## src/hw/rtl/lona_pkg.sv

```systemverilog
package lona_pkg;

  localparam int DATA_W = 32;
  localparam int SUM_W  = 40;

  typedef enum logic [2:0] {
    ST_COLLECT,
    ST_READ,
    ST_CALC,
    ST_DIV,
    ST_EMIT
  } lona_state_t;

  typedef struct packed {
    logic store;
    logic col_end;
    logic rd;
    logic calc;
    logic emit;
  } lona_cmd_t;

  typedef struct packed {
    logic direct;
    logic div_done;
    logic out_free;
    logic last_idx;
  } lona_sts_t;

endpackage

```

## src/hw/rtl/lona_div.sv

```systemverilog
module lona_div
  import lona_pkg::*;
#(
  parameter int NUM_W = 48,
  parameter int DEN_W = 40
) (
  input  logic              clk,
  input  logic              rst_n,
  input  logic              start,
  input  logic [NUM_W-1:0]  num_mag,
  input  logic [DEN_W-1:0]  den_mag,
  input  logic              neg,
  output logic              done,
  output logic [DATA_W-1:0] quot
);

  localparam int CNT_W = $clog2(NUM_W + 1);

  logic              busy_r;
  logic              fix_r;
  logic              done_r;
  logic [CNT_W-1:0]  cnt_r;
  logic [DEN_W-1:0]  rem_r;
  logic [NUM_W-1:0]  q_r;
  logic [DEN_W-1:0]  den_r;
  logic              neg_r;
  logic [DATA_W-1:0] quot_r;

  logic [DEN_W:0]    rem_sh;
  logic [DEN_W:0]    rem_sub;
  logic              ge;
  logic [DEN_W-1:0]  rem_nxt;
  logic              pos_ovf;
  logic              neg_ovf;
  logic [DATA_W-1:0] sat_nxt;

  // restoring division, one quotient bit per cycle
  always_comb begin
    rem_sh  = {rem_r, q_r[NUM_W-1]};
    rem_sub = rem_sh - {1'b0, den_r};
    ge      = (rem_sh >= {1'b0, den_r});
    rem_nxt = ge ? rem_sub[DEN_W-1:0] : rem_sh[DEN_W-1:0];
  end

  always_comb begin
    pos_ovf = |q_r[NUM_W-1:DATA_W-1];
    neg_ovf = (|q_r[NUM_W-1:DATA_W]) || (q_r[DATA_W-1] && (|q_r[DATA_W-2:0]));
    if (neg_r) begin
      if (neg_ovf) begin
        sat_nxt = {1'b1, {(DATA_W-1){1'b0}}};
      end else begin
        sat_nxt = ~q_r[DATA_W-1:0] + 1'b1;
      end
    end else begin
      if (pos_ovf) begin
        sat_nxt = {1'b0, {(DATA_W-1){1'b1}}};
      end else begin
        sat_nxt = q_r[DATA_W-1:0];
      end
    end
  end

  always_ff @(posedge clk) begin
    if (!rst_n) begin
      busy_r <= 1'b0;
      fix_r  <= 1'b0;
      done_r <= 1'b0;
    end else begin
      done_r <= 1'b0;
      if (start) begin
        busy_r <= 1'b1;
        fix_r  <= 1'b0;
      end else if (busy_r) begin
        if (cnt_r == CNT_W'(NUM_W - 1)) begin
          busy_r <= 1'b0;
          fix_r  <= 1'b1;
        end
      end else if (fix_r) begin
        fix_r  <= 1'b0;
        done_r <= 1'b1;
      end
    end
  end

  always_ff @(posedge clk) begin
    if (start) begin
      cnt_r <= '0;
      rem_r <= '0;
      q_r   <= num_mag;
      den_r <= den_mag;
      neg_r <= neg;
    end else if (busy_r) begin
      cnt_r <= cnt_r + 1'b1;
      rem_r <= rem_nxt;
      q_r   <= {q_r[NUM_W-2:0], ge};
    end
    if (fix_r) begin
      quot_r <= sat_nxt;
    end
  end

  assign done = done_r;
  assign quot = quot_r;

endmodule

```

## src/hw/rtl/lona_dp.sv

```systemverilog
module lona_dp
  import lona_pkg::*;
#(
  parameter int MAX_NODES = 64,
  parameter int FRAC_BITS = 16
) (
  input  logic                     clk,
  input  logic                     rst_n,
  input  logic                     cfg_we,
  input  logic                     cfg_wdata,
  input  logic signed [DATA_W-1:0] in_node_value,
  input  logic                     out_ready,
  input  lona_cmd_t                cmd,
  output lona_sts_t                sts,
  output logic                     out_valid,
  output logic signed [DATA_W-1:0] out_result_value,
  output logic                     out_last_result,
  output logic                     out_overflow_flag
);

  localparam int IDX_W = $clog2(MAX_NODES);
  localparam int CNT_W = $clog2(MAX_NODES + 1);
  localparam int NUM_W = DATA_W + FRAC_BITS;
  localparam logic [DATA_W-1:0] ONE_Q = DATA_W'(1) << FRAC_BITS;

  logic [DATA_W-1:0]        mem [MAX_NODES];
  logic [DATA_W-1:0]        rd_data_r;

  logic                     mode_r;
  logic                     col_mode_r;
  logic [CNT_W-1:0]         count_r;
  logic [SUM_W-1:0]         sum_r;
  logic signed [DATA_W-1:0] best_r;
  logic [IDX_W-1:0]         best_idx_r;
  logic                     ovf_r;
  logic [IDX_W-1:0]         idx_r;
  logic [DATA_W-1:0]        res_r;

  logic                     out_valid_r;
  logic [DATA_W-1:0]        out_value_r;
  logic                     out_last_r;
  logic                     out_ovf_r;

  logic                     full;
  logic                     wr_en;
  logic                     last_idx;
  logic                     direct;
  logic                     div_start;
  logic                     div_done;
  logic [DATA_W-1:0]        div_quot;
  logic [DATA_W-1:0]        v_mag;
  logic [SUM_W-1:0]         s_mag;
  logic [NUM_W-1:0]         num_mag;

  assign full      = (count_r == CNT_W'(MAX_NODES));
  assign wr_en     = cmd.store && !full;
  assign last_idx  = ((CNT_W'(idx_r) + 1'b1) == count_r);
  assign direct    = col_mode_r || (sum_r == '0);
  assign div_start = cmd.calc && !direct;

  assign v_mag   = rd_data_r[DATA_W-1] ? (~rd_data_r + 1'b1) : rd_data_r;
  assign s_mag   = sum_r[SUM_W-1] ? (~sum_r + 1'b1) : sum_r;
  assign num_mag = {v_mag, {FRAC_BITS{1'b0}}};

  lona_div #(
    .NUM_W (NUM_W),
    .DEN_W (SUM_W)
  ) u_div (
    .clk     (clk),
    .rst_n   (rst_n),
    .start   (div_start),
    .num_mag (num_mag),
    .den_mag (s_mag),
    .neg     (rd_data_r[DATA_W-1] ^ sum_r[SUM_W-1]),
    .done    (div_done),
    .quot    (div_quot)
  );

  always_ff @(posedge clk) begin
    if (wr_en) begin
      mem[count_r[IDX_W-1:0]] <= in_node_value;
    end
    if (cmd.rd) begin
      rd_data_r <= mem[idx_r];
    end
  end

  always_ff @(posedge clk) begin
    if (!rst_n) begin
      mode_r      <= 1'b0;
      col_mode_r  <= 1'b0;
      count_r     <= '0;
      sum_r       <= '0;
      best_r      <= '0;
      best_idx_r  <= '0;
      ovf_r       <= 1'b0;
      idx_r       <= '0;
      out_valid_r <= 1'b0;
    end else begin
      if (cfg_we) begin
        mode_r <= cfg_wdata;
      end
      if (cmd.store) begin
        if (full) begin
          ovf_r <= 1'b1;
        end else begin
          count_r <= count_r + 1'b1;
          sum_r   <= sum_r + {{(SUM_W-DATA_W){in_node_value[DATA_W-1]}}, in_node_value};
          if ((count_r == '0) || (best_r <= in_node_value)) begin
            best_r     <= in_node_value;
            best_idx_r <= count_r[IDX_W-1:0];
          end
        end
      end
      if (cmd.col_end) begin
        col_mode_r <= mode_r;
        idx_r      <= '0;
      end
      if (cmd.emit) begin
        out_valid_r <= 1'b1;
        if (last_idx) begin
          count_r    <= '0;
          sum_r      <= '0;
          best_r     <= '0;
          best_idx_r <= '0;
          ovf_r      <= 1'b0;
        end else begin
          idx_r <= idx_r + 1'b1;
        end
      end else if (out_ready) begin
        out_valid_r <= 1'b0;
      end
    end
  end

  always_ff @(posedge clk) begin
    if (cmd.calc && direct) begin
      if (col_mode_r) begin
        res_r <= (idx_r == best_idx_r) ? ONE_Q : '0;
      end else begin
        res_r <= rd_data_r;
      end
    end else if (div_done) begin
      res_r <= div_quot;
    end
    if (cmd.emit) begin
      out_value_r <= res_r;
      out_last_r  <= last_idx;
      out_ovf_r   <= ovf_r;
    end
  end

  always_comb begin
    sts.direct   = direct;
    sts.div_done = div_done;
    sts.out_free = !out_valid_r || out_ready;
    sts.last_idx = last_idx;
  end

  assign out_valid         = out_valid_r;
  assign out_result_value  = out_value_r;
  assign out_last_result   = out_last_r;
  assign out_overflow_flag = out_ovf_r;

endmodule

```

## src/hw/rtl/lona_ctrl.sv

```systemverilog
module lona_ctrl
  import lona_pkg::*;
(
  input  logic      clk,
  input  logic      rst_n,
  input  logic      in_valid,
  input  logic      in_last_node,
  input  lona_sts_t sts,
  output logic      in_ready,
  output lona_cmd_t cmd
);

  lona_state_t state_r;
  lona_state_t state_nxt;

  always_ff @(posedge clk) begin
    if (!rst_n) begin
      state_r <= ST_COLLECT;
    end else begin
      state_r <= state_nxt;
    end
  end

  always_comb begin
    state_nxt = state_r;
    cmd       = '0;
    in_ready  = 1'b0;
    unique case (state_r)
      ST_COLLECT: begin
        in_ready = 1'b1;
        if (in_valid) begin
          cmd.store = 1'b1;
          if (in_last_node) begin
            cmd.col_end = 1'b1;
            state_nxt   = ST_READ;
          end
        end
      end
      ST_READ: begin
        cmd.rd    = 1'b1;
        state_nxt = ST_CALC;
      end
      ST_CALC: begin
        cmd.calc  = 1'b1;
        state_nxt = sts.direct ? ST_EMIT : ST_DIV;
      end
      ST_DIV: begin
        if (sts.div_done) begin
          state_nxt = ST_EMIT;
        end
      end
      ST_EMIT: begin
        if (sts.out_free) begin
          cmd.emit  = 1'b1;
          state_nxt = sts.last_idx ? ST_COLLECT : ST_READ;
        end
      end
      default: begin
        state_nxt = ST_COLLECT;
      end
    endcase
  end

endmodule

```

## src/hw/rtl/layer_output_normalize_argmax.sv

```systemverilog
// Channel  Handshake              Payload
// in       in_valid / in_ready    in_node_value, in_last_node
// out      out_valid / out_ready  out_result_value, out_last_result, out_overflow_flag
// cfg      cfg_we                 cfg_wdata (mode)
//
// Collecting: one node per cycle while in_ready is high.
// Emitting: each result passes READ, CALC and EMIT in argmax or zero-sum cases, and
// READ, CALC, DIV and EMIT when divided by the bit-serial divider (Q16.16 quotient at FRAC_BITS=16).
// in_ready stays low from the last node until the final result is loaded.
// A held output stalls emission only; reset (rst_n, synchronous) clears column state.
module layer_output_normalize_argmax
  import lona_pkg::*;
#(
  parameter int MAX_NODES = 64,
  parameter int FRAC_BITS = 16
) (
  input  logic                     clk,
  input  logic                     rst_n,
  input  logic                     cfg_we,
  input  logic                     cfg_wdata,
  input  logic                     in_valid,
  output logic                     in_ready,
  input  logic signed [DATA_W-1:0] in_node_value,
  input  logic                     in_last_node,
  output logic                     out_valid,
  input  logic                     out_ready,
  output logic signed [DATA_W-1:0] out_result_value,
  output logic                     out_last_result,
  output logic                     out_overflow_flag
);

  lona_cmd_t cmd;
  lona_sts_t sts;

  lona_ctrl u_ctrl (
    .clk          (clk),
    .rst_n        (rst_n),
    .in_valid     (in_valid),
    .in_last_node (in_last_node),
    .sts          (sts),
    .in_ready     (in_ready),
    .cmd          (cmd)
  );

  lona_dp #(
    .MAX_NODES (MAX_NODES),
    .FRAC_BITS (FRAC_BITS)
  ) u_dp (
    .clk               (clk),
    .rst_n             (rst_n),
    .cfg_we            (cfg_we),
    .cfg_wdata         (cfg_wdata),
    .in_node_value     (in_node_value),
    .out_ready         (out_ready),
    .cmd               (cmd),
    .sts               (sts),
    .out_valid         (out_valid),
    .out_result_value  (out_result_value),
    .out_last_result   (out_last_result),
    .out_overflow_flag (out_overflow_flag)
  );

  // never overwrite a result still waiting
  a_emit_free: assert property (@(posedge clk) disable iff (!rst_n)
    cmd.emit |-> sts.out_free)
    else $error("emit while output occupied");

  a_div_no_input: assert property (@(posedge clk) disable iff (!rst_n)
    (cmd.calc && !sts.direct) |=> !in_ready)
    else $error("input taken during division");

  a_done_quiet: assert property (@(posedge clk) disable iff (!rst_n)
    sts.div_done |-> !in_ready)
    else $error("divider finished while collecting");

  a_last_back: assert property (@(posedge clk) disable iff (!rst_n)
    (cmd.emit && sts.last_idx) |=> in_ready)
    else $error("not back to collecting after final result");

endmodule

```

## config.mk

```make
export PLATFORM = sky130hd
export DESIGN_NAME = layer_output_normalize_argmax
export DESIGN_NICKNAME = d
export VERILOG_FILES = /design/src/hw/rtl/lona_pkg.sv /design/src/hw/rtl/lona_div.sv /design/src/hw/rtl/lona_dp.sv /design/src/hw/rtl/lona_ctrl.sv /design/src/hw/rtl/layer_output_normalize_argmax.sv
export SDC_FILE = /design/constraint.sdc
export NUM_CORES = 2
export LEC_CHECK = 0
export BUFFER_PORTS_ARGS = -buffer_cell sky130_fd_sc_hd__buf_2
export CORE_AREA = 2 2 559 450
export CTS_BUF_LIST = sky130_fd_sc_hd__clkbuf_16
export DETAILED_ROUTE_END_ITERATION = 12
export DIE_AREA = 0 0 561 452
export GPL_TIMING_DRIVEN = 0
export MAX_ROUTING_LAYER = met4
export SETUP_SLACK_MARGIN = 0.1
export SLEW_MARGIN = 15
export SYNTH_ARGS = -nofsm -noshare
export SYNTH_HDL_FRONTEND = slang
export SYNTH_SLANG_ARGS = --single-unit
```

## constraint.sdc

```tcl
create_clock -name clk -period 9.45 [get_ports clk]
set_input_delay 1.89 -clock clk [delete_from_list [all_inputs] [get_ports clk]]
set_output_delay 1.89 -clock clk [all_outputs]
set_load 0.05 [all_outputs]
```

==> metrics.md <==
| Metric | Value |
|---|---|
| Rel. slew slack | `9.55%` |
| Cts hold-fix bufs | `0` |
| FF/Latch Area | `70900 um^2` |
| Total of max-cap violations | `0` |
| Post-Synthesis Cells | `5304` |
| Post-CTS Setup Inserts | `0` |
| Port bufs | `74` |
| DP Worst Slack | `3.46 ns` |
| Syn_nets | `5463` |
| Synth top area share | `68.4%` |
| GP Congestion | `0.899` |
| Aggregate global-route resource usage | `22.9%` |
| Syn Std Cell Area | `98800 um^2` |
| Yosys cell types | `75` |
| Final Slew Violations | `0` |
| Multi-input logic area | `26800 um^2` |
| CTS sink count | `2414` |
| Pwr dens | `223 nW/um^2` |
| Syn avg cell area | `18.6 um^2` |
| Cell count of the worst hold path | `0` |
| Most frequent cells in the layout | `edfxtp_1, mux4_2, nand2_1, clkbuf_16, clkbuf_1` |
| Post-Layout Cell Count | `9227` |
| CTS buffer count | `233` |
| Post-synth EDFFs | `2251` |
| Setup-failing EPs final | `0` |
| Post-DR vias/cell | `5.90` |
| Area leader, netlist | `edfxtp_1` |
| Ys async rst share | `0%` |
| Setup CP Type | `flop to flop` |
| CP arrival | `6.09 ns` |
| First-pass DRT Iterations | `6` |
| Critical Path RT | `9.86 ns` |
| Die Height | `452 um` |
| Fill cell count | `20.9k` |
| PostCTS Resize Cnt | `0` |
| Synthesis warning total | `0` |
| VDD IR max | `0.193 mV` |
| Share of the yosys chip area belonging to registers | `71.7%` |
| Final critical-path required period | `5.67 ns` |
| Initial core utilization | `39.8%` |
| DRC violations left | `0` |
| Iter 0 DRT Violations | `7889` |
| Via Count | `54.5k` |
| Antenna violations before repair | `19` |
| Maximum buffer depth of the clock tree | `4` |
| Core Region | `248000 um^2` |
| Clock-pin slew on the worst setup and hold paths | `0.06 ns` |
| Remaining antenna violation count | `0` |
| Predominant post-synthesis flop cell | `edfxtp_1` |
| Drt wl/cell | `30.9 um` |
| Root Driver | `clkbuf_16` |
| Worst reg2reg path depth | `9` |
| Worst setup SP type | `flop` |
| Setup slack after layout | `3.78 ns` |
| Tightest Pin Transition | `1.34 ns` |
| Layout cells sized above 1 | `22.3%` |
| Hold crit path type | `flop to flop` |
| Top Ports | `75` |
| Final hold violations | `0` |
| Status | `finished, final reports clean` |
| Yosys reg bits | `2414` |
| Vias in the first global route | `51.8k` |
| Area growth syn-to-layout | `14.9%` |
| CTS tree | `yes` |
| Final core utilization | `45.7%` |
| Setup TNS | `0 ns` |
| Grt ovf | `0` |
| Die ar. | `254000 um^2` |
| Critical Path Sink Type | `flop` |
| Max Clock Skew | `0.0619 ns` |
| Leakage | `35.6 nW` |
| HPWL after DPL | `189 mm` |
| Top cells by area, synth | `edfxtp_1, mux4_2, dfxtp_1, ha_1, nand2_1` |
| Largest net degree at the start of global routing | `77` |
| Worst hold slack | `0.419 ns` |
| Fmax | `0.176 GHz` |
| Fin nets | `5878` |
| FP Rows | `164` |
| Worst skew pair latency | `0.93 ns` |
| Chip Width | `561 um` |
| RSZ-0062 raised after global routing | `false` |
| CP Max Fanout | `10` |
| Placed insts | `8800` |
| First-pass GRT wire length | `400 mm` |
| Commonest non-fill, non-tap cell in the layout | `edfxtp_1` |
| H-Tree Depth | `4` |
| Routed WL | `285 mm` |
| Period utilization | `60.0%` |
## worst max-delay path: stages, from the launching register on
cell and delay [ns]:
dfxtp_1 0.34, clkbuf_1 0.29, clkbuf_1 0.77, buf_2 0.70, buf_1 0.86, mux4_2 0.65, mux4_2 0.57, mux2_2 0.37
nand2_1 0.11, o21ai_0 0.48
## registers in the layout, summed over array words and instances, names as in the netlist, 3 cells and up
name	cells
u_dp.mem	2048
u_dp.u_div.q_r	48
u_dp.sum_r	40
u_dp.u_div.den_r	40
u_dp.u_div.rem_r	40
u_dp.best_r	32
u_dp.out_result_value	32
u_dp.rd_data_r	32
u_dp.res_r	32
u_dp.u_div.quot	32
u_dp.count_r	7
u_dp.best_idx_r	6
u_dp.idx_r	6
u_dp.u_div.cnt_r	6
u_ctrl.state_r	3
## per-layer routing
metal  track usage [%]  vias up  part of all wire [%]
met5                 -        -                     0
met4              4.67        0                   2.1
met3              3.88      349                   9.4
met2              33.0     2744                    44
met1              34.2    28953                    44
li1                  -    22435                     -
## final timing paths
| kind | startpoint | endpoint | slack (ns) |
|---|---|---|---|
| min | u_dp.res_r[19] | u_dp.out_result_value[19] | 0.42 |
| max | u_dp.idx_r[0] | u_dp.rd_data_r[10] | 3.78 |
| min reg2reg | u_dp.res_r[19] | u_dp.out_result_value[19] | 0.42 |
| max reg2reg | u_dp.idx_r[0] | u_dp.rd_data_r[10] | 3.78 |
## cell families after synthesis
kind of cell / synth area share (%)
simple gates: 4.05
buf+inv: 1.63
flops: 71.7
mux: 15.6
compound gates: 4.05
fa+ha+maj: 1.54
xor+xnor: 1.37
## synthesized netlist by cell type, types with 22 or more instances
library cell and number:
nor3_1 34, xor2_1 62, o21ai_0 156, nor2b_1 24, o31ai_1 62, clkbuf_1 186
nand2b_1 31, o311ai_0 28, xnor2_1 92, mux4_2 658, nand3_1 148, nand2_1 253
dfxtp_1 163, edfxtp_1 2251, nor2_1 229, buf_1 78, inv_1 124, ha_1 118
a211oi_1 31, a21oi_1 174, a21o_1 47, nand4_1 22, mux2i_1 45
## final cells by class
type                            count  area share (%)
Clock buffer                      236            5.20
Inverter                          125           0.413
Multi-Input combinational cell   2480            23.6
Clock inverter                    178            1.15
Sequential cell                  2414            62.4
Buffer                            285            1.04
Timing Repair Buffer              180            2.50
Tap cell                         3320            3.66
Antenna cell                        9          0.0198
## power breakdown
part / total (W) / internal (W) / switching, W
clock network: 0.00901 / 0.00497 / 0.00404
registers: 0.0126 / 0.0122 / 0.000374
logic: 0.00378 / 0.00135 / 0.00243
total: 0.0253 / 0.0185 / 0.00684
## per-stage QoR
stage | area, um^2 | total power (W)
after floorplan | 98800 | 0.0151
after global placement | 103000 | 0.0164
after detailed placement | 106000 | 0.0165
after CTS | 113000 | 0.0254
after global routing | 114000 | 0.0262
final | 114000 | 0.0253
(Power assumes the default switching activity.)
